$ cat src/hw/rtl/kdch_pkg.sv
// kdch_pkg: shared types and codes for the key debounce / click / hold / repeat bank.
// No dependencies; used by kdch_lane, kdch_merge and key_debounce_click_hold_repeat.
`default_nettype none

package kdch_pkg;

  // Item kinds carried on in_tuser
  typedef enum logic [1:0] {
    OP_TICK  = 2'd0,
    OP_READ  = 2'd1,
    OP_CHECK = 2'd2,
    OP_NONE  = 2'd3
  } op_t;

  // Per key mode
  typedef enum logic [1:0] {
    MODE_IDLE  = 2'd0,
    MODE_CLICK = 2'd1,
    MODE_HOLD  = 2'd2
  } mode_t;

  // Status codes returned by a read
  localparam logic [2:0] ST_IDLE     = 3'd0;
  localparam logic [2:0] ST_CLICK_EV = 3'd1;
  localparam logic [2:0] ST_CLICK    = 3'd2;
  localparam logic [2:0] ST_HOLD_EV  = 3'd3;
  localparam logic [2:0] ST_HOLD     = 3'd4;

  // Configuration register indexes
  localparam logic [1:0] CFG_DEBOUNCE = 2'd0;
  localparam logic [1:0] CFG_HOLD     = 2'd1;
  localparam logic [1:0] CFG_REPEAT   = 2'd2;
  localparam logic [1:0] CFG_INV_MASK = 2'd3;

  localparam int PIN_BITS = 8;

  typedef struct packed {
    logic [7:0]  debounce_ticks;
    logic [15:0] hold_ticks;
    logic [15:0] repeat_ticks;
  } cfg_t;

  // Control towards one lane for the item being accepted
  typedef struct packed {
    logic       tick;   // tick item accepted
    logic       sel;    // read/check accepted and addressed to this lane
    logic       rd;     // the query is a read (else a check)
    logic [2:0] asked;  // asked state of a check
  } lane_ctl_t;

  // What a lane reports to the merge stage
  typedef struct packed {
    mode_t mode;     // mode before the item
    logic  pending;  // event pending before the item
    logic  deb_nxt;  // debounced level after the item
  } lane_stat_t;

endpackage

`default_nettype wire

$ cat src/hw/rtl/kdch_lane.sv
// kdch_lane: one key qualifier - debounce, then idle/click/hold mode tracking.
// Depends on kdch_pkg.
`default_nettype none

module kdch_lane (
  input  wire logic                clk,
  input  wire logic                rst_n,
  input  wire kdch_pkg::cfg_t      cfg,
  input  wire kdch_pkg::lane_ctl_t ctl,
  input  wire logic                pin_level,
  input  wire logic                inv_level,
  output kdch_pkg::lane_stat_t     stat
);

  logic             last_r, last_nxt;
  logic [7:0]       run_r, run_nxt;
  logic             deb_r, deb_nxt;
  kdch_pkg::mode_t  mode_r, mode_nxt;
  logic [15:0]      cnt_r, cnt_nxt;
  logic             pend_r, pend_nxt;

  logic             now;
  logic [15:0]      cnt_inc;
  logic             clr;

  assign now     = pin_level ^ inv_level;
  assign cnt_inc = (cnt_r == 16'hFFFF) ? cnt_r : cnt_r + 16'd1;

  // a read, or a check whose asked state matches the mode, clears the pending event of a click or hold key
  always_comb begin
    clr = 1'b0;
    if (ctl.sel && mode_r != kdch_pkg::MODE_IDLE) begin
      if (ctl.rd) begin
        clr = 1'b1;
      end else begin
        clr = (ctl.asked == {1'b0, mode_r});
      end
    end
  end

  always_comb begin
    last_nxt = last_r;
    run_nxt  = run_r;
    deb_nxt  = deb_r;
    mode_nxt = mode_r;
    cnt_nxt  = cnt_r;
    pend_nxt = pend_r & ~clr;
    if (ctl.tick) begin
      if (now == last_r) begin
        run_nxt = (run_r == 8'hFF) ? run_r : run_r + 8'd1;
      end else begin
        run_nxt = 8'd0;
      end
      last_nxt = now;
      if (run_nxt == cfg.debounce_ticks) begin
        deb_nxt = now;
      end
      unique case (mode_r)
        kdch_pkg::MODE_IDLE: begin
          if (deb_nxt) begin
            mode_nxt = kdch_pkg::MODE_CLICK;
            cnt_nxt  = 16'd0;
            pend_nxt = 1'b1;
          end
        end
        kdch_pkg::MODE_CLICK: begin
          if (deb_nxt) begin
            if (cnt_inc > cfg.hold_ticks) begin
              mode_nxt = kdch_pkg::MODE_HOLD;
              cnt_nxt  = 16'd0;
              pend_nxt = 1'b1;
            end else begin
              cnt_nxt = cnt_inc;
            end
          end else begin
            mode_nxt = kdch_pkg::MODE_IDLE;
          end
        end
        kdch_pkg::MODE_HOLD: begin
          if (deb_nxt) begin
            if (cnt_inc > cfg.repeat_ticks) begin
              cnt_nxt  = 16'd0;
              pend_nxt = 1'b1;
            end else begin
              cnt_nxt = cnt_inc;
            end
          end else begin
            mode_nxt = kdch_pkg::MODE_IDLE;
          end
        end
        default: mode_nxt = kdch_pkg::MODE_IDLE;
      endcase
    end
  end

  always_ff @(posedge clk) begin
    if (!rst_n) begin
      last_r <= 1'b0;
      run_r  <= 8'd0;
      deb_r  <= 1'b0;
      mode_r <= kdch_pkg::MODE_IDLE;
      cnt_r  <= 16'd0;
      pend_r <= 1'b0;
    end else begin
      last_r <= last_nxt;
      run_r  <= run_nxt;
      deb_r  <= deb_nxt;
      mode_r <= mode_nxt;
      cnt_r  <= cnt_nxt;
      pend_r <= pend_nxt;
    end
  end

  assign stat.mode    = mode_r;
  assign stat.pending = pend_r;
  assign stat.deb_nxt = deb_nxt;

endmodule

`default_nettype wire

$ cat src/hw/rtl/kdch_merge.sv
// kdch_merge: combines lane reports into one result item and holds the output register.
// Depends on kdch_pkg; fed by the kdch_lane instances.
`default_nettype none

module kdch_merge #(
  parameter int NUM_KEYS = 8,
  parameter int IDXW     = 3
) (
  input  wire logic                 clk,
  input  wire logic                 rst_n,
  input  wire logic                 acc,
  input  wire kdch_pkg::op_t        op,
  input  wire logic                 err,
  input  wire logic [IDXW-1:0]      idx,
  input  wire logic [2:0]           asked,
  input  wire kdch_pkg::lane_stat_t lane_st [NUM_KEYS],
  output logic                      ready,
  output logic                      out_tvalid,
  input  wire logic                 out_tready,
  output logic [15:0]               out_tdata
);

  kdch_pkg::lane_stat_t sel_st;
  logic [2:0]           status;
  logic                 matched;
  logic [7:0]           pressed;
  logic                 valid_r, valid_nxt;
  logic [15:0]          data_r;

  assign sel_st = lane_st[idx];

  always_comb begin
    status  = kdch_pkg::ST_IDLE;
    matched = 1'b0;
    if (!err && op == kdch_pkg::OP_READ) begin
      unique case (sel_st.mode)
        kdch_pkg::MODE_CLICK:
          status = sel_st.pending ? kdch_pkg::ST_CLICK_EV : kdch_pkg::ST_CLICK;
        kdch_pkg::MODE_HOLD:
          status = sel_st.pending ? kdch_pkg::ST_HOLD_EV : kdch_pkg::ST_HOLD;
        default: status = kdch_pkg::ST_IDLE;
      endcase
    end
    if (!err && op == kdch_pkg::OP_CHECK) begin
      matched = (asked == {1'b0, sel_st.mode}) &&
                (sel_st.mode == kdch_pkg::MODE_IDLE || sel_st.pending);
    end
  end

  // only keys 0..7 appear in the mask
  for (genvar k = 0; k < kdch_pkg::PIN_BITS; k++) begin : g_mask
    if (k < NUM_KEYS) begin : g_on
      assign pressed[k] = lane_st[k].deb_nxt;
    end else begin : g_off
      assign pressed[k] = 1'b0;
    end
  end

  assign ready     = !valid_r || out_tready;
  assign valid_nxt = acc || (valid_r && !out_tready);

  always_ff @(posedge clk) begin
    if (!rst_n) begin
      valid_r <= 1'b0;
    end else begin
      valid_r <= valid_nxt;
    end
  end

  always_ff @(posedge clk) begin
    if (acc) begin
      data_r <= {3'b000, err, pressed, matched, status};
    end
  end

  assign out_tvalid = valid_r;
  assign out_tdata  = data_r;

endmodule

`default_nettype wire

$ cat src/hw/rtl/key_debounce_click_hold_repeat.sv
// key_debounce_click_hold_repeat: top level of a bank of debounced keys with
// click, hold and autorepeat events. Depends on kdch_pkg, kdch_lane, kdch_merge.
//
// Use:
//  - in_* is the item channel. in_tuser carries the kind: tick (pin levels in
//    in_tdata), read a key's status, or check a key against an asked state.
//    Reads and checks with a matching event clear the key's pending event.
//  - out_* returns exactly one result item per accepted item, in order.
//  - cfg_* writes the four registers (debounce, hold, repeat, active-low mask);
//    write only while no item is in flight. No read-back.
// Pipeline and rate:
//  - one lane per key updates in parallel from its own registers, so an item
//    is accepted every cycle while the output is not stalled; the result
//    appears in the merge stage's output register in the cycle after acceptance.
//  - in_tready = output register empty or being taken this cycle. When the
//    receiver stalls, the held result stays put and input stalls behind it.
// Reset (rst_n low, synchronous): all keys idle, not pressed, no events,
//  counters zero; registers to 20 / 1000 / 200 / 0xFF; output empty.
//  No clearing pass is needed; the block is ready the cycle after reset.
`default_nettype none

module key_debounce_click_hold_repeat #(
  parameter int NUM_KEYS = 8
) (
  input  wire logic        clk,
  input  wire logic        rst_n,
  // in_tdata, from bit 0: pin_levels[7:0], key_index[15:8], asked_state[18:16], zeros
  input  wire logic        in_tvalid,
  output logic             in_tready,
  input  wire logic [23:0] in_tdata,
  // in_tuser: op[1:0]
  input  wire logic [1:0]  in_tuser,
  output logic             out_tvalid,
  input  wire logic        out_tready,
  // out_tdata, from bit 0: status[2:0], matched[3], pressed_mask[11:4],
  // index_error[12], zeros
  output logic [15:0]      out_tdata,
  input  wire logic        cfg_we,
  input  wire logic [1:0]  cfg_index,
  input  wire logic [15:0] cfg_wdata
);

  localparam int IDXW = (NUM_KEYS > 1) ? $clog2(NUM_KEYS) : 1;

  // configuration registers
  logic [7:0]  debounce_r;
  logic [15:0] hold_r;
  logic [15:0] repeat_r;
  logic [7:0]  inv_mask_r;

  always_ff @(posedge clk) begin
    if (!rst_n) begin
      debounce_r <= 8'd20;
      hold_r     <= 16'd1000;
      repeat_r   <= 16'd200;
      inv_mask_r <= 8'hFF;
    end else if (cfg_we) begin
      unique case (cfg_index)
        kdch_pkg::CFG_DEBOUNCE: debounce_r <= cfg_wdata[7:0];
        kdch_pkg::CFG_HOLD:     hold_r     <= cfg_wdata;
        kdch_pkg::CFG_REPEAT:   repeat_r   <= cfg_wdata;
        kdch_pkg::CFG_INV_MASK: inv_mask_r <= cfg_wdata[7:0];
        default: ;
      endcase
    end
  end

  kdch_pkg::cfg_t cfg;
  assign cfg.debounce_ticks = debounce_r;
  assign cfg.hold_ticks     = hold_r;
  assign cfg.repeat_ticks   = repeat_r;

  // item decode
  logic            acc;
  kdch_pkg::op_t   op;
  logic [7:0]      pins;
  logic [7:0]      key_index;
  logic [2:0]      asked;
  logic            query;
  logic            err;
  logic [IDXW-1:0] idx;

  assign acc       = in_tvalid && in_tready;
  assign op        = kdch_pkg::op_t'(in_tuser);
  assign pins      = in_tdata[7:0];
  assign key_index = in_tdata[15:8];
  assign asked     = in_tdata[18:16];
  assign query     = (op == kdch_pkg::OP_READ) || (op == kdch_pkg::OP_CHECK);
  assign err       = query && (key_index >= 8'(NUM_KEYS));
  assign idx       = key_index[IDXW-1:0];

  kdch_pkg::lane_stat_t lane_st [NUM_KEYS];

  for (genvar k = 0; k < NUM_KEYS; k++) begin : g_lane
    kdch_pkg::lane_ctl_t ctl;
    logic                pin;
    logic                al;

    // keys above the pin word see level 0, active high
    if (k < kdch_pkg::PIN_BITS) begin : g_pin
      assign pin = pins[k];
      assign al  = inv_mask_r[k];
    end else begin : g_nopin
      assign pin = 1'b0;
      assign al  = 1'b0;
    end

    assign ctl.tick  = acc && (op == kdch_pkg::OP_TICK);
    assign ctl.sel   = acc && query && !err && (idx == IDXW'(k));
    assign ctl.rd    = (op == kdch_pkg::OP_READ);
    assign ctl.asked = asked;

    kdch_lane u_lane (
      .clk       (clk),
      .rst_n     (rst_n),
      .cfg       (cfg),
      .ctl       (ctl),
      .pin_level (pin),
      .inv_level (al),
      .stat      (lane_st[k])
    );
  end

  kdch_merge #(
    .NUM_KEYS (NUM_KEYS),
    .IDXW     (IDXW)
  ) u_merge (
    .clk        (clk),
    .rst_n      (rst_n),
    .acc        (acc),
    .op         (op),
    .err        (err),
    .idx        (idx),
    .asked      (asked),
    .lane_st    (lane_st),
    .ready      (in_tready),
    .out_tvalid (out_tvalid),
    .out_tready (out_tready),
    .out_tdata  (out_tdata)
  );

`ifndef SYNTHESIS
  // every accepted item produces a result the next cycle
  a_acc_result: assert property (@(posedge clk) disable iff (!rst_n)
    acc |=> out_tvalid)
    else $error("accepted item gave no result");

  // a tick never reports a status, a match or an index error
  a_tick_quiet: assert property (@(posedge clk) disable iff (!rst_n)
    (acc && op == kdch_pkg::OP_TICK) |=>
      (out_tdata[2:0] == kdch_pkg::ST_IDLE && !out_tdata[3] && !out_tdata[12]))
    else $error("tick result carries query fields");

  // unused kind leaves status, match and error clear
  a_none_quiet: assert property (@(posedge clk) disable iff (!rst_n)
    (acc && op == kdch_pkg::OP_NONE) |=>
      (out_tdata[2:0] == kdch_pkg::ST_IDLE && !out_tdata[3] && !out_tdata[12]))
    else $error("unused kind gave a non-zero result");

  // an index error goes with no status and no match
  a_err_clean: assert property (@(posedge clk) disable iff (!rst_n)
    (out_tvalid && out_tdata[12]) |->
      (out_tdata[2:0] == kdch_pkg::ST_IDLE && !out_tdata[3]))
    else $error("index error with status or match");

  // status and match are never both set
  a_excl: assert property (@(posedge clk) disable iff (!rst_n)
    out_tvalid |-> !(out_tdata[3] && out_tdata[2:0] != kdch_pkg::ST_IDLE))
    else $error("status and match set together");
`endif

endmodule

`default_nettype wire
$ cat config.mk
export PLATFORM = sky130hd
export DESIGN_NAME = key_debounce_click_hold_repeat
export DESIGN_NICKNAME = d
export VERILOG_FILES = /design/src/hw/rtl/kdch_pkg.sv /design/src/hw/rtl/kdch_lane.sv /design/src/hw/rtl/kdch_merge.sv /design/src/hw/rtl/key_debounce_click_hold_repeat.sv
export SDC_FILE = /design/constraint.sdc
export NUM_CORES = 1
export LEC_CHECK = 0
export ABC_AREA = 1
export BUFFER_PORTS_ARGS = -buffer_cell sky130_fd_sc_hd__buf_4
export CORE_ASPECT_RATIO = 1.5
export CORE_MARGIN = 3
export CORE_UTILIZATION = 39
export CTS_CLUSTER_DIAMETER = 120
export CTS_CLUSTER_SIZE = 30
export DETAILED_ROUTE_END_ITERATION = 10
export GPL_ROUTABILITY_DRIVEN = 0
export GPL_TIMING_DRIVEN = 1
export PLACE_DENSITY = 0.5
export SETUP_SLACK_MARGIN = 0.4
export SLEW_MARGIN = 20
export SYNTH_ARGS = -nofsm -noshare
export SYNTH_HDL_FRONTEND = slang
export SYNTH_SLANG_ARGS = --single-unit
export TNS_END_PERCENT = 20
$ cat constraint.sdc
create_clock -name clk -period 3.85 [get_ports clk]
set_clock_uncertainty 0.15 [all_clocks]
set_input_delay 0.5775 -clock clk [delete_from_list [all_inputs] [get_ports clk]]
set_output_delay 0.5775 -clock clk [all_outputs]
set_load 0.01 [all_outputs]
==> key figures <==
Run status
  • Status: complete, no violations

GRT
  • Global route total overflow: 0
  • Largest net degree at the start of global routing: 102
  • First-pass GRT wire length: 144000 um
  • Total GRT Usage: 0.263
  • Vias in the first global route: 26000
  • Initial antenna violation count: 2

Yosys
  • Number of synthesis warnings: 0
  • Synth Area per Inst: 6.39 um2
  • Sequential fraction of the synthesis area: 0.232
  • Cells after Synth: approximately 4100
  • Flops & latches, synth: 294
  • Count of cell types in the netlist: 56
  • Mapped Area: 25900 um2

Setup path
  • Crit-path max FO: 3
  • CP max stage delay: ~0.40 ns
  • Worst setup path end: g_lane[5].u_lane.mode_r[1]$_SDFFE_PN0P_
  • Terminus of the critical flop-to-flop path: g_lane[5].u_lane.mode_r[1]$_SDFFE_PN0P_
  • Worst Path Arrival: 3.83 ns
  • Critical path launch point: g_lane[5].u_lane.cnt_r[0]$_SDFFE_PN0P_
  • Setup slack, reg-to-reg: 0.30 ns
  • Crit. End Element: register
  • Required time of the worst setup path: 4.14 ns
  • Critical Path Source Type: register
  • Reg2Reg Launch Point: g_lane[5].u_lane.cnt_r[0]$_SDFFE_PN0P_
  • R2R cell count: 27
  • CP Class: reg -> reg
  • Slowest stage cell, crit path: or3_4

Final layout
  • Area Growth Syn to Fin: 20.1%
  • Most frequent cells in the layout: nand2_1, nor2_1, inv_1
  • Fin area: 31100 um2
  • Nets: 4655
  • Share of cells above drive strength 1: 0.187
  • Commonest non-fill, non-tap cell in the layout: nand2_1

STA
  • Final period util: 0.921
  • RSZ-0062 raised after global routing: yes
  • Finish-stage setup viols: 0
  • Final min period: 3.55 ns
  • Setup TNS: 0 ns
  • Final setup margin: 0.304 ns
  • F_max: 282 MHz
  • Final hold vios: 0
  • Slew Limit Fails: 0
  • Slew headroom: 0.355
  • Fin Hold WS: 0.0818 ns
  • Tightest Pin Transition: 0.967 ns

Die
  • Initial core utilization: 0.394
  • Horiz. Die Dim: 216 um
  • Die Area: a little under 70000 um2
  • Core area: 65800 um2
  • IO Pins: 67
  • Std cell rows: about 120
  • Die height: roughly 320 um

Place
  • Post-place setup slack: 0.0164 ns
  • DP Area: about 28000 um2
  • Detail Placement HPWL: between 70000 and 80000 um
  • PortBufs: 58

Clock tree
  • Clk_lat worst skew: 0.56 ns
  • Root Buffer: clkbuf_16
  • Clock transition at path regs: 0.12 ns
  • Clock Path Buffers: 3
  • CTS tree: done
  • H-Tree Depth: 1
  • Sink Count: 294
  • Cts bufs inserted: 15

Power and ir drop
  • Leakage: 14.1 nW
  • Final Power: 6.39 mW
  • Cell Pwr Density: 206 nW/um2
  • VDD IR max: between 0.2 and 0.3 mV

Routing
  • Vias/cell: about 5.3
  • Initial DRC Count: 1485
  • Drt drc: 0
  • Via count: ~27000
  • Routed WL: 94600 um
  • First-pass iteration count of the detailed router: 5
  • Wire per inst: 18.2 um
  • Final ANT Viol Nets: 0

Job
  • Max-Cap Viols: 0

Worst hold path
  • Worst Hold Class: in -> reg
-- where the power goes --
| group | internal [mW] | total [mW] | switching (mW) |
|---|---|---|---|
| sequential | 3.14 | 3.21 | 0.0714 |
| clock | 0.820 | 2.10 | 1.28 |
| combinational | 0.342 | 1.09 | 0.744 |
-- metal layers --
metal / GRT usage / wire (um)
met1: 0.313 / 39200
met2: 0.493 / 48000
met3: 0.0212 / 3480
met4: 0.0936 / 3900
met5: 0 / 13
-- worst max-delay path: cells and delay by family, from the launching register on --
family	cells	cell delay [ns]
simple gates	17	1.83
compound gates	2	0.19
flops	1	0.37
fa+ha+maj	1	0.27
buf+inv	7	0.63
-- layout make-up --
type,instances,area [um2]
clock buffer,18,408
inverter,463,1750
sequential,294,6060
multi-input combinational,3185,19000
antenna,2,5.00
tap,877,1100
clock inverter,8,87.6
fill,7068,34700
timing repair buffer,337,2730
-- how the worst min path moves through the flow --
stage,cells past startpoint,end,slack (ns),from
6_report,3,hold_r[8]$_SDFFE_PN1P_,0.08,cfg_wdata[8]
5_1_grt,3,hold_r[8]$_SDFFE_PN1P_,0.08,cfg_wdata[8]
4_1_cts,3,hold_r[8]$_SDFFE_PN1P_,0.06,cfg_wdata[8]
3_5_place_dp,2,g_lane[7].u_lane.last_r$_SDFFE_PN0P_,0.32,g_lane[7].u_lane.last_r$_SDFFE_PN0P_
3_3_place_gp,2,g_lane[1].u_lane.cnt_r[5]$_SDFFE_PN0P_,0.30,g_lane[1].u_lane.cnt_r[5]$_SDFFE_PN0P_
2_1_floorplan,2,g_lane[2].u_lane.cnt_r[6]$_SDFFE_PN0P_,0.29,g_lane[2].u_lane.cnt_r[6]$_SDFFE_PN0P_
-- cell usage after synthesis (all sizes together) --
master	instances	share of area
o211ai	24	0.0070
a21o	6	0.0017
or2	7	0.0017
xnor2	19	0.0064
o22ai	8	0.0019
a221oi	3	0.0010
a211oi	7	0.0020
nor2b	1	0.00024
a31oi	7	0.0017
nand4	113	0.028
or4	1	0.00029
nand2	1000	0.15
or3	1	0.00024
clkbuf	56	0.0081
inv	453	0.066
o21a	15	0.0043
a22oi	3	0.00087
nand3b	12	0.0035
clkinv	10	0.0014
and2	11	0.0027
a21boi	4	0.0012
xor2	59	0.020
buf	56	0.015
a41oi	4	0.0014
conb	1	0.00014
nor4	7	0.0019
nand3	420	0.084
edfxtp	13	0.015
or3b	1	0.00034
o21bai	10	0.0029
o221ai	3	0.0010
o31ai	3	0.00087
nor2	525	0.082
ha	310	0.15
dfxtp	281	0.22
nor3b	2	0.00058
a21oi	296	0.058
o21ai	228	0.044
nor3	71	0.014
o32ai	1	0.00034
-- per-stage QoR --
step,std cells,util
final,5184,0.473
after global placement,5086,0.433
after global routing,5182,0.473
after floorplan,4054,-
after CTS,5156,0.458
after detailed placement,5086,0.433
-- timing repair --
action	4_1_cts	5_1_grt
hold buffers	0	0
pin swaps	111	118
gates resized for setup	203	200
gates cloned	4	2
buffers inserted	40	24
endpoints found under the setup margin	148	152
-- flip-flops by register name (all words and copies together) (netlist names) --
register / flops
g_lane.u_lane.mode_r: 16
g_lane.u_lane.run_r: 64
inv_mask_r: 8
g_lane.u_lane.cnt_r: 128
u_merge.out_tdata: 13
repeat_r: 16
u_merge.out_tvalid: 1
hold_r: 16
g_lane.u_lane.deb_r: 8
debounce_r: 8
g_lane.u_lane.pend_r: 8
g_lane.u_lane.last_r: 8
-- kinds of logic (layout without fill, tap and decap cells) --
group | Yosys count | after routing | share of synthesized area
AND/OR/NAND/NOR | 2172 | 2172 | 0.371
other | 1 | 5 | 0.000145
AO/OA/AOI/OAI | 622 | 622 | 0.130
XOR/XNOR | 78 | 78 | 0.0264
buffers and inverters | 575 | 826 | 0.0907
adder cells (fa/ha/maj) | 310 | 310 | 0.150
flip-flops | 294 | 294 | 0.232
Power figures use the tool's default switching activity.
